**config.mk**
```make
export PLATFORM = sky130hd
export DESIGN_NAME = cell_limit_debounce_monitor
export DESIGN_NICKNAME = d
export VERILOG_FILES = /design/src/clm_pkg.sv /design/src/cell_limit_debounce_monitor.sv /design/src/clm_debounce.sv
export SDC_FILE = /design/constraint.sdc
export NUM_CORES = 1
export LEC_CHECK = 0
export ABC_CLOCK_PERIOD_IN_PS = 4200
export BUFFER_PORTS_ARGS = -buffer_cell sky130_fd_sc_hd__buf_2
export CORE_AREA = 2 2 205 308
export DETAILED_ROUTE_END_ITERATION = 10
export DIE_AREA = 0 0 207 310
export HOLD_SLACK_MARGIN = 0.06
export PLACE_DENSITY = 0.38
export SKIP_CTS_REPAIR_TIMING = 1
export SLEW_MARGIN = 20
export SYNTH_ARGS = -nofsm -noshare
export SYNTH_HDL_FRONTEND = slang
export SYNTH_SLANG_ARGS = --single-unit
```
**constraint.sdc**
```tcl
create_clock -name clk -period 4.2 [get_ports clk]
set_input_delay 0.21 -clock clk [delete_from_list [all_inputs] [get_ports clk]]
set_output_delay 0.21 -clock clk [all_outputs]
set_load 0.02 [all_outputs]
```
**src/clm_pkg.sv**
```systemverilog
// Package for the cell limit debounce monitor.
// Field widths, register reset values, register indexes and stream packing.
// No dependencies.
`default_nettype none

package clm_pkg;

  // Number of monitored conditions that exist in the block
  localparam int SIG_COUNT        = 6;
  localparam int NUM_SIGNALS_DEF  = 6;

  // Field widths
  localparam int MV_W    = 13;
  localparam int TEMP_W  = 12;
  localparam int TICK_W  = 16;
  localparam int MASK_W  = 6;

  // Configuration port
  localparam int CFG_ADDR_W = 3;
  localparam int CFG_DATA_W = 16;

  typedef enum logic [CFG_ADDR_W-1:0] {
    CFG_UV_LIMIT   = 3'd0,
    CFG_OV_LIMIT   = 3'd1,
    CFG_OT_LIMIT   = 3'd2,
    CFG_CHG_CAP    = 3'd3,
    CFG_DEBOUNCE   = 3'd4,
    CFG_EN_MASK    = 3'd5,
    CFG_BLANKING   = 3'd6
  } cfg_idx_t;

  // Register reset values
  localparam logic [MV_W-1:0]   UV_LIMIT_RST  = 13'd2700;
  localparam logic [MV_W-1:0]   OV_LIMIT_RST  = 13'd4170;
  localparam logic [TEMP_W-1:0] OT_LIMIT_RST  = 12'd550;
  localparam logic [TEMP_W-1:0] CHG_CAP_RST   = 12'd450;
  localparam logic [TICK_W-1:0] DEBOUNCE_RST  = 16'd1000;
  localparam logic [MASK_W-1:0] EN_MASK_RST   = 6'd39;
  localparam logic [TICK_W-1:0] BLANKING_RST  = 16'd1000;

  // Condition positions in flag vectors
  localparam int SIG_UV   = 0;
  localparam int SIG_OV   = 1;
  localparam int SIG_OT   = 2;
  localparam int SIG_COMM = 3;
  localparam int SIG_CELL = 4;
  localparam int SIG_THRM = 5;

  // Input item packing (highest bit first)
  typedef struct packed {
    logic [5:0]        pad;
    logic              charging;
    logic              therm_open_wire;
    logic              cell_open_wire;
    logic              comm_ok;
    logic [TEMP_W-1:0] max_temp_dc;
    logic [MV_W-1:0]   max_cell_mv;
    logic [MV_W-1:0]   min_cell_mv;
  } in_item_t;

  localparam int IN_TDATA_W  = $bits(in_item_t);
  localparam int OUT_TDATA_W = 8;

endpackage

`default_nettype wire

```
**src/cell_limit_debounce_monitor.sv**
```systemverilog
// Cell limit debounce monitor: top level.
// Uses clm_pkg and clm_debounce.
//
// Usage
//   One input item per monitoring tick arrives on the s_ stream: cell
//   voltage extremes, maximum temperature, comm and open-wire status, and
//   the charging flag. One result item per input leaves on the m_ stream:
//   six debounced flags and their OR.
//   Configuration is a plain write port (cfg_we, cfg_addr, cfg_wdata);
//   write only while no item is in flight. Indexes beyond the register
//   list are ignored.
// Pipeline and throughput
//   The input register loads at the accept edge, the result register when
//   the item steps on, so each result passes through both registers.
//   One item per cycle sustained while m_tready stays high; the counters
//   update in the single stage between the two registers, so consecutive
//   items see each other's state.
// Reset
//   rst (synchronous) empties both registers, loads the register defaults,
//   and clears the blanking and debounce counters.
// Stall
//   While m_tready is low the result holds; the input register still takes
//   one more item, after which s_tready falls until the result drains.
`default_nettype none

module cell_limit_debounce_monitor
  import clm_pkg::*;
#(
  parameter int NUM_SIGNALS = NUM_SIGNALS_DEF
) (
  input  wire logic                   clk,
  input  wire logic                   rst,
  // Input items
  input  wire logic                   s_tvalid,
  output logic                        s_tready,
  // [12:0] min_cell_mv, [25:13] max_cell_mv, [37:26] max_temp_dc,
  // [38] comm_ok, [39] cell_open_wire, [40] therm_open_wire, [41] charging
  input  wire logic [IN_TDATA_W-1:0]  s_tdata,
  // Result items
  output logic                        m_tvalid,
  input  wire logic                   m_tready,
  // [0] undervoltage_flag, [1] overvoltage_flag, [2] overtemp_flag,
  // [3] comm_error_flag, [4] cell_wire_flag, [5] therm_wire_flag,
  // [6] any_active
  output logic [OUT_TDATA_W-1:0]      m_tdata,
  // Configuration writes
  input  wire logic                   cfg_we,
  input  wire logic [CFG_ADDR_W-1:0]  cfg_addr,
  input  wire logic [CFG_DATA_W-1:0]  cfg_wdata
);

  // ---------------------------------------------------------------------
  // Configuration registers
  // ---------------------------------------------------------------------
  logic [MV_W-1:0]   uv_limit;
  logic [MV_W-1:0]   ov_limit;
  logic [TEMP_W-1:0] ot_limit;
  logic [TEMP_W-1:0] chg_cap;
  logic [TICK_W-1:0] debounce_ticks;
  logic [MASK_W-1:0] en_mask;
  logic [TICK_W-1:0] blanking_ticks;

  always_ff @(posedge clk) begin
    if (rst) begin
      uv_limit       <= UV_LIMIT_RST;
      ov_limit       <= OV_LIMIT_RST;
      ot_limit       <= OT_LIMIT_RST;
      chg_cap        <= CHG_CAP_RST;
      debounce_ticks <= DEBOUNCE_RST;
      en_mask        <= EN_MASK_RST;
      blanking_ticks <= BLANKING_RST;
    end else if (cfg_we) begin
      case (cfg_addr)
        CFG_UV_LIMIT: uv_limit       <= cfg_wdata[MV_W-1:0];
        CFG_OV_LIMIT: ov_limit       <= cfg_wdata[MV_W-1:0];
        CFG_OT_LIMIT: ot_limit       <= cfg_wdata[TEMP_W-1:0];
        CFG_CHG_CAP:  chg_cap        <= cfg_wdata[TEMP_W-1:0];
        CFG_DEBOUNCE: debounce_ticks <= cfg_wdata[TICK_W-1:0];
        CFG_EN_MASK:  en_mask        <= cfg_wdata[MASK_W-1:0];
        CFG_BLANKING: blanking_ticks <= cfg_wdata[TICK_W-1:0];
        default: ;  // unmapped index, write dropped
      endcase
    end
  end

  // ---------------------------------------------------------------------
  // Handshake: input register, then result register
  // ---------------------------------------------------------------------
  logic     s1_valid;
  in_item_t s1_item;
  logic     out_adv;   // result register may load
  logic     in_acc;
  logic     step;      // item in input register is processed this cycle

  assign out_adv  = !m_tvalid || m_tready;
  assign s_tready = !s1_valid || out_adv;
  assign in_acc   = s_tvalid && s_tready;
  assign step     = s1_valid && out_adv;

  always_ff @(posedge clk) begin
    if (rst) begin
      s1_valid <= 1'b0;
    end else if (in_acc) begin
      s1_valid <= 1'b1;
    end else if (step) begin
      s1_valid <= 1'b0;
    end
  end

  always_ff @(posedge clk) begin
    if (in_acc) begin
      s1_item <= in_item_t'(s_tdata);
    end
  end

  // ---------------------------------------------------------------------
  // Start-up blanking counter, saturates at blanking_ticks
  // ---------------------------------------------------------------------
  logic [TICK_W-1:0] blank_elapsed;
  logic              settled;

  assign settled = blank_elapsed >= blanking_ticks;

  always_ff @(posedge clk) begin
    if (rst) begin
      blank_elapsed <= '0;
    end else if (step) begin
      blank_elapsed <= settled ? blanking_ticks : blank_elapsed + TICK_W'(1);
    end
  end

  // ---------------------------------------------------------------------
  // Conditions
  // ---------------------------------------------------------------------
  logic signed [TEMP_W-1:0] temp_lim;
  logic [SIG_COUNT-1:0]     cond;

  // While charging the lower of the two limits applies
  always_comb begin
    temp_lim = $signed(ot_limit);
    if (s1_item.charging && ($signed(chg_cap) < $signed(ot_limit))) begin
      temp_lim = $signed(chg_cap);
    end
  end

  always_comb begin
    cond           = '0;
    cond[SIG_UV]   = s1_item.min_cell_mv < uv_limit;
    cond[SIG_OV]   = s1_item.max_cell_mv > ov_limit;
    cond[SIG_OT]   = $signed(s1_item.max_temp_dc) > temp_lim;
    cond[SIG_COMM] = !s1_item.comm_ok;
    cond[SIG_CELL] = s1_item.cell_open_wire;
    cond[SIG_THRM] = s1_item.therm_open_wire;
  end

  // ---------------------------------------------------------------------
  // Debounce counters, one per signal; counters past the known six see a
  // condition that never holds
  // ---------------------------------------------------------------------
  logic [NUM_SIGNALS-1:0] cond_all;
  logic [NUM_SIGNALS-1:0] fired;
  logic [SIG_COUNT-1:0]   flag;
  logic                   any_active;

  for (genvar i = 0; i < NUM_SIGNALS; i++) begin : g_sig
    if (i < SIG_COUNT) begin : g_live
      assign cond_all[i] = cond[i];
    end else begin : g_spare
      assign cond_all[i] = 1'b0;
    end

    clm_debounce u_deb (
      .clk            (clk),
      .rst            (rst),
      .step           (step && settled),
      .cond           (cond_all[i]),
      .debounce_ticks (debounce_ticks),
      .fired          (fired[i])
    );
  end

  for (genvar j = 0; j < SIG_COUNT; j++) begin : g_flag
    if (j < NUM_SIGNALS) begin : g_has
      assign flag[j] = settled && en_mask[j] && fired[j];
    end else begin : g_none
      assign flag[j] = 1'b0;
    end
  end

  assign any_active = |flag;

  // ---------------------------------------------------------------------
  // Result register
  // ---------------------------------------------------------------------
  always_ff @(posedge clk) begin
    if (rst) begin
      m_tvalid <= 1'b0;
    end else if (out_adv) begin
      m_tvalid <= s1_valid;
    end
  end

  always_ff @(posedge clk) begin
    if (step) begin
      m_tdata <= {1'b0, any_active, flag};
    end
  end

endmodule

`default_nettype wire

```
**src/clm_debounce.sv**
```systemverilog
// Debounce counter for one monitored condition.
// Uses clm_pkg for the tick counter width.
`default_nettype none

module clm_debounce
  import clm_pkg::*;
(
  input  wire logic              clk,
  input  wire logic              rst,
  input  wire logic              step,      // one tick processed, blanking over
  input  wire logic              cond,
  input  wire logic [TICK_W-1:0] debounce_ticks,
  output logic                   fired
);

  logic [TICK_W-1:0] hold_count;
  logic              held;

  assign held  = hold_count >= debounce_ticks;
  assign fired = cond & held;

  // Saturates at the debounce time; a false tick clears it
  always_ff @(posedge clk) begin
    if (rst) begin
      hold_count <= '0;
    end else if (step) begin
      if (!cond) begin
        hold_count <= '0;
      end else if (held) begin
        hold_count <= debounce_ticks;
      end else begin
        hold_count <= hold_count + TICK_W'(1);
      end
    end
  end

endmodule

`default_nettype wire

```
# Word level (Yosys, flattened, before mapping)
# Index checks and enable logic that the tools add are counted.
# word_totals
regBits	251
in_bits	72
out_inout_bits	10
word_cells	101
# op_classes
add_sub_neg	7
order_cmp	11
n_eq_ne	6
n_mux	16
n_bitwise	6
n_reduce_logical	31
# op_table
cell	n
2-to-1 mux 16 bit	13
adder 16 x 1 -> 16 bit (second input constant)	7
>= comparator 16 bit	7
logical AND 1 bit	16
AND reduction 2 bit	7
> comparator 13 bit	1
less-than comparator 13 bit	1
> comparator 12 bit	1
less-than comparator 12 bit	1
2-to-1 mux 12 bit	1
equality test 3 bit (second input constant)	3
AND 1 bit	6
equality test 3 x 2 -> 1 bit (second input constant)	2
OR reduction 6 bit	1
equality test 3 x 1 -> 1 bit (second input constant)	1
zero test 1 bit	3
zero test 3 bit	1
logical OR 1 bit	2
2-to-1 mux 1 bit	2
nonzero test 2 bit	1

# Logic depth before layout (Yosys ltp)
# logic_depth
word_depth	7
depth_mapped	19
depth_no_buf	17

# Cells and area by module
# From an unflattened synthesis, not the netlist that was laid out.
# hier_totals
hier_cells	1875
area_unflattened_um2	15805.2
# modules_own_cells
mod	n_inst	cells_per_inst	area_per_inst_um2	seq_area_each_um2
clm_debounce	6	180	1401.3	320.3
cell_limit_debounce_monitor	1	795	7397.1	3593.4

# Least setup slack after synthesis
# No wires, ideal clock.
# synth_path
kind	register -> register
startpoint	register ot_limit[5]
endpoint	register m_tdata[6], data pin
setup_time_ns	0.160
arrival_time_ns	3.700
t_required_ns	4.040
setup_slack_ns	0.340
path_stages_with_launch	20
n_path_buf	2
period_less_slack_ns	3.860
cell_sequence	dfxtp_1 inv_1 ha_1 a21o_1 a21o_1 a21oi_1 o31a_1 o21ai_1 o21bai_1 buf_2 mux2i_1 ha_1 a21o_1 a31oi_1 o211a_1 a21oi_1 a311oi_1 buf_2 nand4_1 a41oi_1
# synth_via
elab_chain_cells	7
# synth_rtl
element	line	source
start, declared	cell_limit_debounce_monitor.sv:57	logic [TEMP_W-1:0] ot_limit;
start signal, assigned	cell_limit_debounce_monitor.sv:76	CFG_OT_LIMIT: ot_limit <= cfg_wdata[TEMP_W-1:0];
less-than comparator 12 bit	cell_limit_debounce_monitor.sv:141	if (s1_item.charging && ($signed(chg_cap) < $signed(ot_limit))) begin
logical AND 1 bit	cell_limit_debounce_monitor.sv:141	
2-to-1 mux 12 bit (*)	cell_limit_debounce_monitor.sv:141	
> comparator 12 bit (*)	cell_limit_debounce_monitor.sv:150	cond[SIG_OT] = $signed(s1_item.max_temp_dc) > temp_lim;
AND 1 bit (*)	clm_debounce.sv:20	assign fired = cond & held;
logical AND 1 bit (*)	cell_limit_debounce_monitor.sv:184	assign flag[j] = settled && en_mask[j] && fired[j];
OR reduction 6 bit (*)	cell_limit_debounce_monitor.sv:190	assign any_active = |flag;
named net any_active	cell_limit_debounce_monitor.sv:163	logic any_active;
end signal, assigned	cell_limit_debounce_monitor.sv:205	m_tdata <= {1'b0, any_active, flag};
end, declared	cell_limit_debounce_monitor.sv:45	output logic [OUT_TDATA_W-1:0] m_tdata,
# The timed path passes the listed nets; every way through them passes the cells marked *.
# A chain may end at the register's enable or synchronous reset.

# Final worst setup path
# layout_path
startpoint	register ot_limit[1]
endpoint	register m_tdata[6], data pin
# The elaborated chain is that of the path after synthesis.

==> flow_metrics.env <==
export IMPL_cp_slowest_stage_delay_ns=0.34
export IMPL_grt_pass1_wl_um=83060
export IMPL_ir_worst_vdd_v=0.0002949
export IMPL_multi_input_area_mm2=0.008935
export IMPL_finalMaxSlewViolations=0
export IMPL_power_leakage_nw=7.227
export IMPL_min_path_type="in2reg"
export IMPL_nets=2200
export IMPL_initial_core_util_pct=24.66
export IMPL_port_buffers=74
export IMPL_grt_ovfl_total=0
export IMPL_area_growth_pct=22.09
export IMPL_endpoint_kind="flip-flop"
export IMPL_clk_latency_ns=0.58
export IMPL_syn_mean_instance_area_um2=8.404
export IMPL_r2r_slack_ns=0.20
export IMPL_timing_critical_path_to="m_tdata[6]"
export IMPL_setup_violations_final=0
export IMPL_path_cells="inv_1 -> ha_1 -> a21o_1 -> a211oi_1 -> o31a_1 -> o21ai_1 -> o21bai_1 -> clkbuf_16 -> buf_4 -> mux2i_1 -> ha_1 -> and3_1 -> nand3_1 -> a21o_1 -> a21oi_2 -> a311oi_4 -> buf_6 -> nand4_1 -> a41oi_2"
export IMPL_grt_pass1_vias=13766
export IMPL_vias_per_cell=4.980
export IMPL_num_rows=112
export IMPL_nFillCells=6570
export IMPL_ys_seq_area_share_pct=36.28
export IMPL_path_depth=19
export IMPL_finalSetupTns_ns=0
export IMPL_ant_nets=0
export IMPL_diodes=0
export IMPL_first_pass_iters=5
export IMPL_synthesis_area_mm2=0.01520
export IMPL_dpl_hpwl_um=39290
export IMPL_max_cap_violations=0
export IMPL_path_class="reg2reg"
export IMPL_synthXorXnorAreaFrac_pct=2.247
export IMPL_synth_simple_gate_area_share_pct=18.24
export IMPL_synth_fp_nets=2048
export IMPL_vias=13858
export IMPL_muxShareOfSynthArea_pct=2.897
export IMPL_synth_compound_area_share_pct=20.94
export IMPL_crit_path_max_fanout=8
export IMPL_ys_warn_count=0
export IMPL_skew_ns=0.01131
export IMPL_synth_ff_type="dfxtp_1"
export IMPL_yosys_area_share_adder_pct=13.74
export IMPL_grt_max_degree=63
export IMPL_coreArea_mm2=0.06166
export IMPL_drive_above_1_share_pct=11.23
export IMPL_fp_dieW_um=207
export IMPL_clk_path_buf_depth=3
export IMPL_cts_made_buffers=30
export IMPL_reg2reg_depth=19
export IMPL_cp_top_family="compound AO/OA/AOI/OAI gates"
export IMPL_r2r_start="ot_limit[1]"
export IMPL_worstSetupStartpointType="flip-flop"
export IMPL_worst_ep_required_time_ns=4.62
export IMPL_period_share_pct=95.30
export IMPL_wl_per_cell_um=19.76
export IMPL_die_h_um=310
export IMPL_cp_arrival_ns=4.42
export IMPL_outcome="completed"
export IMPL_period_minus_slack_ns=4.003
export IMPL_clk_pin_slew_ns=0.06
export IMPL_grtUsageTotal_pct=16.69
export IMPL_syn_inst=1809
export IMPL_tightestPinTransition_ns=1.084
export IMPL_powerDensity_mw_per_mm2=315.3
export IMPL_clock_fmax_mhz=249.8
export IMPL_seqCellArea_mm2=0.005515
export IMPL_drc=0
export IMPL_synth_cell_types=77
export IMPL_htreeDepth=1
export IMPL_cts_tree="done"
export IMPL_cp_slowest_cell="dfxtp_1"
export IMPL_ys_ff_latch=251
export IMPL_cp_num_buf_inv=4
export IMPL_critPathLaunch="ot_limit[1]"
export IMPL_boundaryPins=82
export IMPL_cts_root_buf="clkbuf_16"
export IMPL_r2r_end="m_tdata[6]"
export IMPL_synth_edf_count=49
export IMPL_drt_iter0_drc=773
export IMPL_routed_wl_um=54990
export IMPL_clock_sinks=251
export IMPL_die_area_mm2=0.06417
export IMPL_relSlewSlack_pct=27.32
export IMPL_place_congestion=0.8054
export IMPL_grt_antenna_before_repair=0
export IMPL_hold_violations=0
export IMPL_synth_top_family_by_area="compound AO/OA/AOI/OAI gates"
export IMPL_async_flop_share_pct=0
export IMPL_hold_slack_ns=0.1256
-- worst reg2reg max path, stage by stage, from the launching register on --
cell       delay (ns)
dfxtp_1          0.34
inv_1            0.06
ha_1             0.28
a21o_1           0.16
a211oi_1         0.27
o31a_1           0.17
o21ai_1          0.10
o21bai_1         0.23
clkbuf_16        0.20
buf_4            0.13
mux2i_1          0.24
ha_1             0.28
and3_1           0.19
nand3_1          0.11
a21o_1           0.16
a21oi_2          0.08
a311oi_4         0.26
buf_6            0.18
nand4_1          0.17
a41oi_2          0.25
-- final cells by class --
class,count,share of cell area (%)
Clock inverter,14,0.9775
Sequential cell,251,29.72
Clock buffer,42,4.672
Tap cell,798,5.380
Inverter,138,2.791
Multi-Input combinational cell,1339,48.14
Timing Repair Buffer,201,8.325
-- logic make-up after synthesis --
logic type | Yosys count
buffers and inverters | 219
multiplexers | 43
XOR/XNOR | 39
AND/OR/NAND/NOR | 596
adder cells (fa/ha/maj) | 167
flip-flops | 251
other | 1
AO/OA/AOI/OAI | 493
-- power by group --
part | internal, mW | switching (mW) | total [mW] | leakage (nW)
Combinational | 0.193 | 0.296 | 0.489 | 4.60
Sequential | 2.51 | 0.0321 | 2.54 | 2.11
Clock | 1.68 | 1.14 | 2.82 | 0.513
Total | 4.38 | 1.47 | 5.85 | 7.23
-- registers in the layout (all words and copies together) (netlist names) --
signal	cells
g_sig.u_deb.hold_count	96
chg_cap	12
ov_limit	13
debounce_ticks	16
m_tdata	7
ot_limit	12
blanking_ticks	16
uv_limit	13
blank_elapsed	16
s1_valid	1
en_mask	6
m_tvalid	1
cond	2
s1_item	40
-- synthesized netlist by cell type, types with 11 or more instances --
cell type,n,area share (%)
a211oi_1,21,1.0
a21o_1,24,1.2
a21oi_1,227,7.5
a31oi_1,25,1.0
and2_1,16,0.66
and3_1,19,0.78
buf_2,12,0.40
clkbuf_1,60,1.5
dfxtp_1,202,27
edfxtp_1,49,9.7
ha_1,167,14
inv_1,136,3.4
mux2i_1,35,2.3
nand2_1,262,6.5
nand2b_1,11,0.45
nand3_1,71,2.3
nand4_1,37,1.5
nor2_1,81,2.0
nor3_1,50,1.6
o211ai_1,39,1.9
o21ai_0,23,0.76
o21ai_1,15,0.49
o32ai_1,34,2.0
xnor2_1,19,1.1
xor2_1,20,1.2
-- routing by layer --
metal	vias up	track usage [%]	part of all wire, %
met3	98	1.918	3.7
met2	308	31.12	51
met4	0	7.342	4.3
met1	6556	19.10	41
met5	-	0	0
li1	6896	-	-
-- cell usage in the layout (no fill, tap or decap), types with 8 or more instances in the layout --
cell           netlist  routed
dfxtp_1            202     202
xor2_1              20      20
nor2_1              81      80
nor2b_1             10      10
mux2i_1             35      34
o21ai_1             15      15
o211ai_1            39      39
dlygate4sd3_1        0      61
nor3_1              50      47
and2_1              16      15
o22ai_1              8       8
a31oi_1             25      25
edfxtp_1            49      49
nand4_1             37      37
inv_1              136     135
o32ai_1             34      34
a211oi_1            21      21
nand2b_1            11      11
clkbuf_16            0      32
ha_1               167     166
nand2_1            262     261
xnor2_1             19      19
and3_1              19      19
o21ai_0             23      23
a21oi_1            227     225
buf_2               12      73
nand3_1             71      71
a21o_1              24      24
o2111ai_1            9       9
buf_4                3      60
-- how the worst min path moves through the flow --
stage | start | to | slack (ns) | cells after the start
floorplan | s_tdata[39] | cond[4] | 0.31 | 0
global placement | s_tdata[0] | s1_item[0] | 0.39 | 1
detailed placement | s_tdata[3] | s1_item[3] | 0.39 | 1
CTS | s_tdata[39] | cond[4] | -0.23 | 1
global route | cfg_addr[0] | uv_limit[6] | 0.16 | 4
finish | cfg_addr[0] | uv_limit[6] | 0.13 | 4
-- through the flow --
| stage | total power [mW] | setup slack [ns] | cell area [µm²] | std cells | util (%) |
|---|---|---|---|---|---|
| final | 5.852 | 0.1974 | 18560 | 2783 | 30.10 |
| after CTS | 5.894 | 0.04132 | 17820 | 2713 | 28.90 |
| after detailed placement | 3.021 | 0.06757 | 16770 | 2657 | 27.20 |
| after global routing | 6.072 | -0.04327 | 18560 | 2783 | 30.10 |
| after global placement | 3.017 | 0.1361 | 16770 | 2657 | 27.20 |
| after floorplan | 2.814 | 0.3400 | 15200 | 1809 | - |
Power figures use the tool's default switching activity.
